### config.mk
export PLATFORM = sky130hd
export DESIGN_NAME = image_transform_compose_and_map_flat
export DESIGN_NICKNAME = d
export VERILOG_FILES = /design/src/rtl/itcm_pkg.sv /design/src/rtl/itcm_cmd_if.sv /design/src/rtl/itcm_res_if.sv /design/src/rtl/image_transform_compose_and_map.sv /design/src/flat_wrapper.sv
export SDC_FILE = /design/constraint.sdc
export NUM_CORES = 1
export LEC_CHECK = 0
export BUFFER_PORTS_ARGS = -buffer_cell sky130_fd_sc_hd__buf_2
export CORE_MARGIN = 4
export CORE_UTILIZATION = 55
export DETAILED_ROUTE_END_ITERATION = 6
export PLACE_DENSITY = 0.73
export SLEW_MARGIN = 40
export SYNTH_ARGS = -nofsm -noshare
export SYNTH_HDL_FRONTEND = slang
export SYNTH_SLANG_ARGS = --single-unit
### constraint.sdc
create_clock -name clk -period 12.2 [get_ports clk]
set_input_delay 2.44 -clock clk [delete_from_list [all_inputs] [get_ports clk]]
set_output_delay 2.44 -clock clk [all_outputs]
set_load 0.01 [all_outputs]
### src/rtl/itcm_pkg.sv
// ----------------------------------------------------------------------------
// itcm_pkg
// Shared types, constants and helpers for the image transform composer.
// ----------------------------------------------------------------------------
package itcm_pkg;

    localparam int MAX_SIDE   = 1024;
    localparam int WIDTH_W    = 11;
    localparam int CMD_W      = 4;
    localparam int AMOUNT_W   = 16;
    localparam int COORD_W    = 10;
    localparam int COLOR_W    = 24;
    localparam int ADDR_W     = 20;
    localparam int SHIFT_W    = 21;
    localparam int WIDE_W     = 23;

    localparam logic [WIDTH_W-1:0] WIDTH_RESET = WIDTH_W'(MAX_SIDE);

    localparam logic signed [WIDE_W-1:0] SHIFT_MAX_W = 23'sd1048575;
    localparam logic signed [WIDE_W-1:0] SHIFT_MIN_W = -23'sd1048576;

    typedef enum logic [CMD_W-1:0] {
        CMD_UP         = 4'd0,
        CMD_LEFT       = 4'd1,
        CMD_DOWN       = 4'd2,
        CMD_RIGHT      = 4'd3,
        CMD_ROTATE_CW  = 4'd4,
        CMD_ROTATE_CCW = 4'd5,
        CMD_MIRROR_X   = 4'd6,
        CMD_MIRROR_Y   = 4'd7,
        CMD_MAP        = 4'd8,
        CMD_CLEAR      = 4'd9
    } cmd_t;

    typedef logic signed [SHIFT_W-1:0] shift_t;

    function automatic logic signed [WIDE_W-1:0] sext_shift(input shift_t v);
        sext_shift = $signed({{(WIDE_W-SHIFT_W){v[SHIFT_W-1]}}, v});
    endfunction

    function automatic shift_t sat_shift(input logic signed [WIDE_W-1:0] v);
        if (v > SHIFT_MAX_W)
        begin
            sat_shift = SHIFT_MAX_W[SHIFT_W-1:0];
        end
        else if (v < SHIFT_MIN_W)
        begin
            sat_shift = SHIFT_MIN_W[SHIFT_W-1:0];
        end
        else
        begin
            sat_shift = v[SHIFT_W-1:0];
        end
    endfunction

    function automatic shift_t neg_shift(input shift_t v);
        neg_shift = sat_shift(-sext_shift(v));
    endfunction

endpackage

### src/rtl/itcm_cmd_if.sv
// ----------------------------------------------------------------------------
// itcm_cmd_if
// Command channel: transform operations and pixels to map.
// ----------------------------------------------------------------------------
interface itcm_cmd_if;
    logic                             valid;
    logic                             ready;
    logic [itcm_pkg::CMD_W-1:0]       command;
    logic [itcm_pkg::AMOUNT_W-1:0]    amount;
    logic [itcm_pkg::COORD_W-1:0]     pixel_row;
    logic [itcm_pkg::COORD_W-1:0]     pixel_col;
    logic [itcm_pkg::COLOR_W-1:0]     pixel_color;

    modport source (output valid, command, amount, pixel_row, pixel_col, pixel_color,
                    input ready);
    modport sink (input valid, command, amount, pixel_row, pixel_col, pixel_color,
                  output ready);
endinterface

### src/rtl/itcm_res_if.sv
// ----------------------------------------------------------------------------
// itcm_res_if
// Result channel: mapped pixel position, address, color and outside-image flag.
// ----------------------------------------------------------------------------
interface itcm_res_if;
    logic                             valid;
    logic                             ready;
    logic [itcm_pkg::COORD_W-1:0]     new_row;
    logic [itcm_pkg::COORD_W-1:0]     new_col;
    logic [itcm_pkg::ADDR_W-1:0]      frame_address;
    logic [itcm_pkg::COLOR_W-1:0]     color_out;
    logic                             outside_image;

    modport source (output valid, new_row, new_col, frame_address, color_out,
                    outside_image, input ready);
    modport sink (input valid, new_row, new_col, frame_address, color_out,
                  outside_image, output ready);
endinterface

### src/rtl/image_transform_compose_and_map.sv
// ----------------------------------------------------------------------------
// image_transform_compose_and_map
// Map transfers: the result is registered in the coordinate stage (s1) and then in
// the output stage; other commands update the transform registers on acceptance.
// Throughput: one command per cycle while the result channel accepts; set by the
// coordinate stage feeding the row*width multiply-add stage.
// Reset: identity transform, image width 1024, both stages empty.
// ----------------------------------------------------------------------------
module image_transform_compose_and_map (
    input  logic                           clk,
    input  logic                           rst_n,
    input  logic                           cfg_we,
    input  logic [itcm_pkg::WIDTH_W-1:0]   cfg_wdata,
    itcm_cmd_if.sink                       cmd,
    itcm_res_if.source                     res
);

    localparam int RC_W = 13;

    logic [itcm_pkg::WIDTH_W-1:0] width_reg;
    itcm_pkg::shift_t             up_reg;
    itcm_pkg::shift_t             up_next;
    itcm_pkg::shift_t             left_reg;
    itcm_pkg::shift_t             left_next;
    logic [1:0]                   turns_reg;
    logic [1:0]                   turns_next;
    logic                         flip_rows_reg;
    logic                         flip_rows_next;
    logic                         flip_cols_reg;
    logic                         flip_cols_next;

    logic                         s1_valid_reg;
    logic [itcm_pkg::COORD_W-1:0] s1_row_reg;
    logic [itcm_pkg::COORD_W-1:0] s1_col_reg;
    logic                         s1_outside_reg;
    logic [itcm_pkg::COLOR_W-1:0] s1_color_reg;

    logic                         out_valid_reg;
    logic [itcm_pkg::COORD_W-1:0] out_row_reg;
    logic [itcm_pkg::COORD_W-1:0] out_col_reg;
    logic [itcm_pkg::ADDR_W-1:0]  out_addr_reg;
    logic [itcm_pkg::COLOR_W-1:0] out_color_reg;
    logic                         out_outside_reg;

    logic                         cmd_fire;
    logic                         map_fire;
    logic                         s1_advance;
    itcm_pkg::cmd_t               op;
    logic [1:0]                   rot_k;
    logic                         rot_en;

    logic [itcm_pkg::WIDTH_W-1:0] side;
    logic [itcm_pkg::WIDTH_W-1:0] last;
    logic signed [RC_W-1:0]       last_s;
    logic signed [RC_W-1:0]       row0;
    logic signed [RC_W-1:0]       col0;
    logic signed [RC_W-1:0]       row_rot;
    logic signed [RC_W-1:0]       col_rot;
    logic signed [RC_W-1:0]       row_flip;
    logic signed [RC_W-1:0]       col_flip;
    logic signed [itcm_pkg::WIDE_W-1:0] row_t;
    logic signed [itcm_pkg::WIDE_W-1:0] col_t;
    logic signed [itcm_pkg::WIDE_W-1:0] side_w;
    logic                         outside;
    logic [itcm_pkg::COORD_W+itcm_pkg::WIDTH_W-1:0] addr_full;

    assign op         = itcm_pkg::cmd_t'(cmd.command);
    assign s1_advance = s1_valid_reg && (!out_valid_reg || res.ready);
    assign cmd.ready  = !s1_valid_reg || s1_advance;
    assign cmd_fire   = cmd.valid && cmd.ready;
    assign map_fire   = cmd_fire && (op == itcm_pkg::CMD_MAP);

    // effective side, clamped to 1..MAX_SIDE
    always_comb
    begin
        if (width_reg == '0)
        begin
            side = itcm_pkg::WIDTH_W'(1);
        end
        else if (width_reg > itcm_pkg::WIDTH_W'(itcm_pkg::MAX_SIDE))
        begin
            side = itcm_pkg::WIDTH_W'(itcm_pkg::MAX_SIDE);
        end
        else
        begin
            side = width_reg;
        end
    end

    assign last   = side - itcm_pkg::WIDTH_W'(1);
    assign last_s = $signed({2'b00, last});
    assign row0   = $signed({3'b000, cmd.pixel_row});
    assign col0   = $signed({3'b000, cmd.pixel_col});
    assign side_w = $signed({12'b0, side});

    // transform fold
    always_comb
    begin
        rot_en = 1'b0;
        rot_k  = cmd.amount[1:0];
        if (op == itcm_pkg::CMD_ROTATE_CCW)
        begin
            rot_k = 2'd0 - cmd.amount[1:0];
        end
        up_next        = up_reg;
        left_next      = left_reg;
        turns_next     = turns_reg;
        flip_rows_next = flip_rows_reg;
        flip_cols_next = flip_cols_reg;
        if (cmd_fire)
        begin
            case (op)
                itcm_pkg::CMD_UP:
                    up_next = itcm_pkg::sat_shift(itcm_pkg::sext_shift(up_reg)
                        + $signed({7'b0, cmd.amount}));
                itcm_pkg::CMD_LEFT:
                    left_next = itcm_pkg::sat_shift(itcm_pkg::sext_shift(left_reg)
                        + $signed({7'b0, cmd.amount}));
                itcm_pkg::CMD_DOWN:
                    up_next = itcm_pkg::sat_shift(itcm_pkg::sext_shift(up_reg)
                        - $signed({7'b0, cmd.amount}));
                itcm_pkg::CMD_RIGHT:
                    left_next = itcm_pkg::sat_shift(itcm_pkg::sext_shift(left_reg)
                        - $signed({7'b0, cmd.amount}));
                itcm_pkg::CMD_ROTATE_CW, itcm_pkg::CMD_ROTATE_CCW:
                    rot_en = 1'b1;
                itcm_pkg::CMD_MIRROR_X:
                begin
                    flip_rows_next = !flip_rows_reg;
                    up_next        = itcm_pkg::neg_shift(up_reg);
                end
                itcm_pkg::CMD_MIRROR_Y:
                begin
                    flip_cols_next = !flip_cols_reg;
                    left_next      = itcm_pkg::neg_shift(left_reg);
                end
                itcm_pkg::CMD_CLEAR:
                begin
                    up_next        = '0;
                    left_next      = '0;
                    turns_next     = '0;
                    flip_rows_next = 1'b0;
                    flip_cols_next = 1'b0;
                end
                default:
                begin
                end
            endcase
        end
        if (rot_en)
        begin
            case (rot_k)
                2'd1:
                begin
                    up_next        = left_reg;
                    left_next      = itcm_pkg::neg_shift(up_reg);
                    flip_rows_next = flip_cols_reg;
                    flip_cols_next = flip_rows_reg;
                    turns_next     = turns_reg + 2'd1;
                end
                2'd2:
                begin
                    up_next        = itcm_pkg::neg_shift(up_reg);
                    left_next      = itcm_pkg::neg_shift(left_reg);
                    flip_rows_next = !flip_rows_reg;
                    flip_cols_next = !flip_cols_reg;
                end
                2'd3:
                begin
                    up_next        = itcm_pkg::neg_shift(left_reg);
                    left_next      = up_reg;
                    flip_rows_next = flip_cols_reg;
                    flip_cols_next = flip_rows_reg;
                    turns_next     = turns_reg - 2'd1;
                end
                default:
                begin
                end
            endcase
        end
    end

    // pixel coordinate mapping
    always_comb
    begin
        case (turns_reg)
            2'd1:
            begin
                row_rot = col0;
                col_rot = last_s - row0;
            end
            2'd2:
            begin
                row_rot = last_s - row0;
                col_rot = last_s - col0;
            end
            2'd3:
            begin
                row_rot = last_s - col0;
                col_rot = row0;
            end
            default:
            begin
                row_rot = row0;
                col_rot = col0;
            end
        endcase
        row_flip = flip_rows_reg ? (last_s - row_rot) : row_rot;
        col_flip = flip_cols_reg ? (last_s - col_rot) : col_rot;
        row_t = $signed({{(itcm_pkg::WIDE_W-RC_W){row_flip[RC_W-1]}}, row_flip})
              - itcm_pkg::sext_shift(up_reg);
        col_t = $signed({{(itcm_pkg::WIDE_W-RC_W){col_flip[RC_W-1]}}, col_flip})
              - itcm_pkg::sext_shift(left_reg);
        outside = (row_t < 0) || (row_t >= side_w) || (col_t < 0) || (col_t >= side_w);
    end

    assign addr_full = {11'b0, s1_row_reg} * {10'b0, side} + {11'b0, s1_col_reg};

    always_ff @(posedge clk or negedge rst_n)
    begin
        if (!rst_n)
        begin
            width_reg     <= itcm_pkg::WIDTH_RESET;
            up_reg        <= '0;
            left_reg      <= '0;
            turns_reg     <= '0;
            flip_rows_reg <= 1'b0;
            flip_cols_reg <= 1'b0;
            s1_valid_reg  <= 1'b0;
            out_valid_reg <= 1'b0;
        end
        else
        begin
            if (cfg_we)
            begin
                width_reg <= cfg_wdata;
            end
            up_reg        <= up_next;
            left_reg      <= left_next;
            turns_reg     <= turns_next;
            flip_rows_reg <= flip_rows_next;
            flip_cols_reg <= flip_cols_next;
            if (cmd.ready)
            begin
                s1_valid_reg <= map_fire;
            end
            if (!out_valid_reg || res.ready)
            begin
                out_valid_reg <= s1_valid_reg;
            end
        end
    end

    always_ff @(posedge clk)
    begin
        if (map_fire)
        begin
            s1_row_reg     <= row_t[itcm_pkg::COORD_W-1:0];
            s1_col_reg     <= col_t[itcm_pkg::COORD_W-1:0];
            s1_outside_reg <= outside;
            s1_color_reg   <= cmd.pixel_color;
        end
        if (s1_advance)
        begin
            out_row_reg     <= s1_row_reg;
            out_col_reg     <= s1_col_reg;
            out_addr_reg    <= s1_outside_reg ? '0 : addr_full[itcm_pkg::ADDR_W-1:0];
            out_color_reg   <= s1_color_reg;
            out_outside_reg <= s1_outside_reg;
        end
    end

    assign res.valid         = out_valid_reg;
    assign res.new_row       = out_row_reg;
    assign res.new_col       = out_col_reg;
    assign res.frame_address = out_addr_reg;
    assign res.color_out     = out_color_reg;
    assign res.outside_image = out_outside_reg;

endmodule
### src/flat_wrapper.sv
// flat-port wrapper written by rule: the top's interface ports become plain ports
module image_transform_compose_and_map_flat 
  (clk, rst_n, cfg_we, cfg_wdata, cmd_valid, cmd_command, cmd_amount, cmd_pixel_row, cmd_pixel_col, cmd_pixel_color, cmd_ready, res_valid, res_new_row, res_new_col, res_frame_address, res_color_out, res_outside_image, res_ready);
  itcm_cmd_if cmd_i ();
  itcm_res_if res_i ();
  input  logic clk;
  input  logic rst_n;
  input  logic cfg_we;
  input  logic [itcm_pkg::WIDTH_W-1:0] cfg_wdata;
  input wire logic [$bits(cmd_i.valid)-1:0] cmd_valid;
  input wire logic [$bits(cmd_i.command)-1:0] cmd_command;
  input wire logic [$bits(cmd_i.amount)-1:0] cmd_amount;
  input wire logic [$bits(cmd_i.pixel_row)-1:0] cmd_pixel_row;
  input wire logic [$bits(cmd_i.pixel_col)-1:0] cmd_pixel_col;
  input wire logic [$bits(cmd_i.pixel_color)-1:0] cmd_pixel_color;
  output wire logic [$bits(cmd_i.ready)-1:0] cmd_ready;
  output wire logic [$bits(res_i.valid)-1:0] res_valid;
  output wire logic [$bits(res_i.new_row)-1:0] res_new_row;
  output wire logic [$bits(res_i.new_col)-1:0] res_new_col;
  output wire logic [$bits(res_i.frame_address)-1:0] res_frame_address;
  output wire logic [$bits(res_i.color_out)-1:0] res_color_out;
  output wire logic [$bits(res_i.outside_image)-1:0] res_outside_image;
  input wire logic [$bits(res_i.ready)-1:0] res_ready;
  assign cmd_i.valid = cmd_valid;
  assign cmd_i.command = cmd_command;
  assign cmd_i.amount = cmd_amount;
  assign cmd_i.pixel_row = cmd_pixel_row;
  assign cmd_i.pixel_col = cmd_pixel_col;
  assign cmd_i.pixel_color = cmd_pixel_color;
  assign cmd_ready = cmd_i.ready;
  assign res_valid = res_i.valid;
  assign res_new_row = res_i.new_row;
  assign res_new_col = res_i.new_col;
  assign res_frame_address = res_i.frame_address;
  assign res_color_out = res_i.color_out;
  assign res_outside_image = res_i.outside_image;
  assign res_i.ready = res_ready;
  image_transform_compose_and_map u_core (.clk(clk), .rst_n(rst_n), .cfg_we(cfg_we), .cfg_wdata(cfg_wdata), .cmd(cmd_i), .res(res_i));
endmodule
Word level (Yosys, flattened, before mapping)
Cells that the tools add are included.
{"block": "word_totals", "input_bits": 80, "regBits": 169, "elab_cells": 124, "out_inout_bits": 67}
{"block": "classes", "muxes": 41, "reduce_logical": 16, "eq_ne": 15, "mul": 1, "order_cmp": 17, "add_sub_neg": 17}
{"cell": "$mux 21", "n": 16}
{"cell": "$pmux 21 s4", "n": 2}
{"cell": "$gt 23x21->1 const B", "n": 6}
{"cell": "$lt 23x21->1 const B", "n": 6}
{"cell": "$pmux 21 s3", "n": 2}
{"cell": "$pmux 13 s3", "n": 2}
{"cell": "$neg 21->23", "n": 2}
{"cell": "$add 21x17->22", "n": 2}
{"cell": "$ge 22x12->1", "n": 2}
{"cell": "$lt 22x1->1 const B", "n": 2}
{"cell": "$sub 13x21->22", "n": 2}
{"cell": "$sub 21x17->22", "n": 2}
{"cell": "$mux 13", "n": 2}
{"cell": "$sub 12x13->13", "n": 2}
{"cell": "$sub 11x10->12", "n": 2}
{"cell": "$mux 11", "n": 2}
{"cell": "$add 20x10->20", "n": 1}
{"cell": "$mul 10x11->20", "n": 1}
{"cell": "$eq 4x3->1 const B", "n": 4}
{"cell": "$gt 11x11->1 const B", "n": 1}
{"cell": "$logic_not 11->1", "n": 1}
{"cell": "$sub 11x1->11 const B", "n": 1}
{"cell": "$eq 2x2->1 const B", "n": 4}
{"cell": "$eq 4x2->1 const B", "n": 2}
{"cell": "15 further kinds", "n": 38}

Depth between registers and ports, before layout
{"block": "depth", "word_depth": 13, "ltp_mapped": 43, "depth_no_buf": 42}

Worst setup path before layout
Ideal clock, no wire load.
{"block": "synth_path", "kind": "input to register", "start": "input port cmd_pixel_row[0]", "end": "register u_core.s1_outside_reg (data pin)", "path_slack_ns": 3.793, "path_buffers": 0, "required_ns": 11.923, "arrival_time_ns": 8.130, "setup_ns": 0.277, "path_stages": 33, "cell_sequence": "ha_1 > fa_1 > nor2b_1 > o21ai_0 > a21boi_0 > o21ai_0 > nor2b_1 > xnor2_1 > a221oi_1 > nand2_1 > o21ai_0 > ha_1 > or3_1 > o21ai_0 > a21oi_1 > a31oi_1 > xnor2_1 > a22o_1 > ha_1 > o21ai_0 > a32oi_1 > xnor2_1 > ha_1 > and3_1 > a221oi_1 > o31a_1 > o221ai_1 > nor4_1 > o311ai_0 > nor4_1 > nand4_1 > nor4_1 > o2111ai_1"}
{"block": "synth_between", "elab_chain_len": 9, "word_cells_on_any_way": 16, "cone_classes": "add/sub: 5; order compare: 4; mux: 4; reduce/logical: 3"}
{"element": "start: declaration", "line": "flat_wrapper.sv:13", "source": "input wire logic [$bits(cmd_i.pixel_row)-1:0] cmd_pixel_row;"}
{"element": "$sub 11x10->12", "line": "image_transform_compose_and_map.sv:190, image_transform_compose_and_map.sv:194"}
{"element": "$pmux 13 s3", "line": "image_transform_compose_and_map.sv:186", "source": "case (turns_reg)"}
{"element": "$sub 12x13->13", "line": "image_transform_compose_and_map.sv:208", "source": "row_flip = flip_rows_reg ? (last_s - row_rot) : row_rot;"}
{"element": "$mux 13", "line": "image_transform_compose_and_map.sv:208"}
{"element": "$sub 13x21->22", "line": "image_transform_compose_and_map.sv:211", "source": "- itcm_pkg::sext_shift(up_reg);"}
{"element": "$lt 22x1->1 / $ge 22x12->1 (equally long branches)", "line": "image_transform_compose_and_map.sv:214", "source": "outside = (row_t < 0) || (row_t >= side_w) || (col_t < 0) || (col_t >= side_w);"}
{"element": "$logic_or 1x1->1 (2 in a row)", "line": "image_transform_compose_and_map.sv:214"}
{"element": "$logic_or 1x1->1 *", "line": "image_transform_compose_and_map.sv:214"}
{"element": "named net u_core.outside", "line": "image_transform_compose_and_map.sv:64", "source": "logic outside;"}
{"element": "end signal: assignment", "line": "image_transform_compose_and_map.sv:260", "source": "s1_outside_reg <= outside;"}
{"element": "end: declaration", "line": "image_transform_compose_and_map.sv:35", "source": "logic s1_outside_reg;"}
Mark *: on every way through the listed nets, which the timed path passes. The rest lies on a longest branch.
A chain may end at the register's enable or synchronous reset.

Final worst setup path
{"block": "layout_path", "start": "register u_core.width_reg[7] in the netlist's numbering", "end": "register u_core.s1_outside_reg (data pin)"}
{"block": "layout_between", "elab_chain_len": 13, "word_cells_on_any_way": 22, "cone_classes": "add/sub: 7; order compare: 5; mux: 6; reduce/logical: 4"}
{"element": "start: declaration", "line": "image_transform_compose_and_map.sv:20", "source": "logic [itcm_pkg::WIDTH_W-1:0] width_reg;"}
{"element": "start signal: assignment", "line": "image_transform_compose_and_map.sv:223", "source": "width_reg <= itcm_pkg::WIDTH_RESET;"}
{"element": "start signal: assignment", "line": "image_transform_compose_and_map.sv:236", "source": "width_reg <= cfg_wdata;"}
{"element": "$gt 11x11->1", "line": "image_transform_compose_and_map.sv:80", "source": "else if (width_reg > itcm_pkg::WIDTH_W'(itcm_pkg::MAX_SIDE))"}
{"element": "$mux 11", "line": "image_transform_compose_and_map.sv:80"}
{"element": "$mux 11 *", "line": "image_transform_compose_and_map.sv:76", "source": "if (width_reg == '0)"}
{"element": "$sub 11x1->11", "line": "image_transform_compose_and_map.sv:90", "source": "assign last = side - itcm_pkg::WIDTH_W'(1);"}
{"element": "$sub 11x10->12, on equally long branches"}
{"element": "$pmux 13 s3", "line": "image_transform_compose_and_map.sv:186"}
{"element": "$sub 12x13->13", "line": "image_transform_compose_and_map.sv:208"}
{"element": "$mux 13", "line": "image_transform_compose_and_map.sv:208"}
{"element": "$sub 13x21->22", "line": "image_transform_compose_and_map.sv:211"}
{"element": "$lt 22x1->1 / $ge 22x12->1 (equally long branches)", "line": "image_transform_compose_and_map.sv:214"}
{"element": "$logic_or 1x1->1 (2 in a row)", "line": "image_transform_compose_and_map.sv:214"}
{"element": "$logic_or 1x1->1 *", "line": "image_transform_compose_and_map.sv:214"}
{"element": "named net u_core.outside", "line": "image_transform_compose_and_map.sv:64"}
Marked as above.

==> reports/results.txt <==
Die X -> 207 um
Global-route wire length before repair -> 117000 um
Yosys warnings -> 0
Nets@finish -> 3152
PortBufs -> 146
Share of the synthesized area in the top cell type -> 15.1%
Number of global-route vias before repair -> 20733
Post-CTS sizing -> 0
Clock Tree Buf Depth -> 2
Reg power frac -> 17.4%
Seq. cell area -> 4780 sq um
Syn_nets -> 3090
Average wire per standard cell -> 23.2 um
Setup CP Type -> flip-flop to flip-flop
DP Area -> 23000 sq um
Seq/Total Area, Yosys -> 21.9%
Arrival time at the worst endpoint -> 9920 ps
Fmax -> 0.103 GHz
ANT nets after route -> 0
CTS root buf -> clkbuf_16
Combinational power share -> 71.4%
Worst Hold Depth -> 0
Num CTS Buffers -> 17
Share of layout cells above drive strength 1 -> 10.1%
Top FF cell, synth -> edfxtp_1
Number of max-cap violations -> 0
CP startpoint -> u_core.width_reg[7]$_DFFE_PN0P_
Via density -> 6.49
Clock transition at path regs -> 80 ps
Die ar. -> 43000 sq um
Post-Syn Area -> 21900 sq um
Final Cell Area -> 23700 sq um
Initial core utilization -> 56.1%
Worst setup EP type -> flip-flop
Worst hold path endpoint -> u_core.res.color_out[17]$_DFFE_PP_
Via count -> 21277
PwrDens -> 220 nW/um^2
Path type of the worst min-delay path -> flip-flop to flip-flop
Iteration-0 DRC count of the detailed router -> 2301
Number of fill cells in the layout -> 3437
Switching share of power -> 52.3%
Worst reg-to-reg path cell count -> 40
Critical Path Max Stage Delay -> 580 ps
Gr ovfl total -> 0
EDFF count, synth -> 110
Final HPWL DP -> 59800 um
Post-CTS Hold Buffers -> 0
Unique masters post-synth -> 95
Final setup skew -> 20.7 ps
# DRC -> 0
Crit start category -> flip-flop
Switch Pwr -> 2720 uW
Largest net degree at the start of global routing -> 66
WP buf/inv -> 3
Hold Fails Final Rpt -> 0
Synthesized instance count -> 2683
Routability cong. -> 1.04
Core ar. -> 39000 sq um
Commonest non-fill, non-tap cell in the layout -> inv_1
Period minus WS final -> 9720 ps
GR Util All Layers -> 34.1%
CP max stage cell -> or4_1
Number of synthesized register bits -> 169
Most frequent cells in the layout -> 257 x inv_1, 254 x nand2_1, 237 x ha_1
Final setup viols -> 0
Critical Path RT -> 12400 ps
Reg2Reg Setup Slack -> 2480 ps
# clock sinks -> 169
Post-CTS Setup Inserts -> 0
Clock Latency Late Sink -> 470 ps
Htree depth -> 4
Routed WL -> 76200 um
Final period util -> 79.7%
Relative slew slack -> 44.2%
Peak VDD IR -> 0.161 mV
CTS tree -> yes
Post-synth ARST share -> 34.9%
Pre-antenna DRT Iters -> 6
Final core utilization -> 60.7%
Slew @ Worst Pin -> 829 ps
Area Growth Syn to Fin -> 8.18%
I/O pin count -> 147
Top cells by area, synth -> edfxtp_1 15%, ha_1 14%, fa_1 8.1%
Status -> finished clean
RSZ-0062 raised after global routing -> no
TNS Setup -> 0 ps
Delay-heaviest family, CP -> compound AO/OA/AOI/OAI gates
Die height -> 207 um
Initial antenna violation count -> 1
Power Internal -> 2480 uW
Area leader, netlist -> edfxtp_1
Row count -> 72
Leak -> 0.0100 uW
Clock power share -> 11.3%
Avg Inst Size Synth -> 8.15 sq um
Area of the multi-input gates -> 15700 sq um
Worst Min Path Start -> u_core.s1_color_reg[17]$_DFFE_PP_
Final Slew Violations -> 0
Worst r2r src -> u_core.width_reg[7]$_DFFE_PN0P_
CP max FO -> 19
Reg-to-Reg End -> u_core.s1_outside_reg$_DFFE_PP_
-- final cells by class --
type	instances	area share, %
sequential	169	20.2
clock inverter	15	0.883
multi-input combinational	2124	66.2
timing repair buffer	173	4.09
antenna	1	0.0106
clock buffer	17	1.80
tap	518	2.74
inverter	260	4.12
-- through the flow --
step	hold WS, ps	setup WS [ps]	power, uW	cells
finish	423	2480	5200	3277
global route	433	1920	5620	3276
CTS	423	2690	5120	3275
detailed placement	405	2470	4500	3243
global placement	402	2790	4410	3241
floorplan	400	3790	3580	2683
-- cell families (layout without fill, tap and decap cells) --
group           count (synthesis)  after routing  synth area share [%]
other cells                     0              1                     0
mux                            17             17                 0.846
fa+ha+maj                     327            327                  21.8
buf+inv                       390            465                  7.01
simple gates                  850            850                  19.0
flops                         169            169                  21.9
xor+xnor                      149            149                  5.97
compound gates                781            781                  23.6
-- how the worst max path moves through the flow --
stage | cells past startpoint | endpoint | slack, ps
global route | 40 | u_core.s1_outside_reg$_DFFE_PP_ | 1920
global placement | 34 | u_core.s1_outside_reg$_DFFE_PP_ | 2790
detailed placement | 34 | u_core.s1_outside_reg$_DFFE_PP_ | 2470
floorplan | 33 | u_core.s1_outside_reg$_DFFE_PP_ | 3790
CTS | 40 | u_core.s1_outside_reg$_DFFE_PP_ | 2690
finish | 40 | u_core.s1_outside_reg$_DFFE_PP_ | 2480
-- cells in the mapped netlist, drive strengths merged, types with 34 or more instances --
| cell type | n |
|---|---|
| a21oi | 173 |
| a221oi | 40 |
| a31oi | 49 |
| and2 | 59 |
| clkbuf | 99 |
| dfrtp | 58 |
| edfxtp | 110 |
| fa | 89 |
| ha | 238 |
| inv | 258 |
| nand2 | 254 |
| nand3 | 42 |
| nor2 | 208 |
| nor2b | 44 |
| nor3 | 75 |
| o21ai | 211 |
| xnor2 | 115 |
| xor2 | 34 |
-- power by group through the flow --
stage                     sequential (uW)  clock, uW  combinational (uW)
after global placement                901          0                3510
after CTS                             890        594                3630
after floorplan                       790          0                2790
after detailed placement              903          0                3600
final                                 902        585                3710
after global routing                  908        620                4100
-- worst reg2reg max path: cells and delay by family (launching register included) --
| family | cells | cell delay, ps |
|---|---|---|
| AO/OA/AOI/OAI | 16 | 3140 |
| AND/OR/NAND/NOR | 13 | 2970 |
| adder cells (fa/ha/maj) | 5 | 1820 |
| buffers and inverters | 3 | 640 |
| XOR/XNOR | 3 | 450 |
| flip-flops | 1 | 420 |
-- routing by layer --
layer,global-route usage (%),vias to the layer above,wire [um],share of wire [%]
li1,-,9731,-,-
met1,41.9,10053,28700,38
met2,55.1,1207,34800,46
met3,4.90,286,6200,8.1
met4,24.5,0,6500,8.5
met5,0,-,0,0
Note: power is estimated with default switching activity, not from simulation.
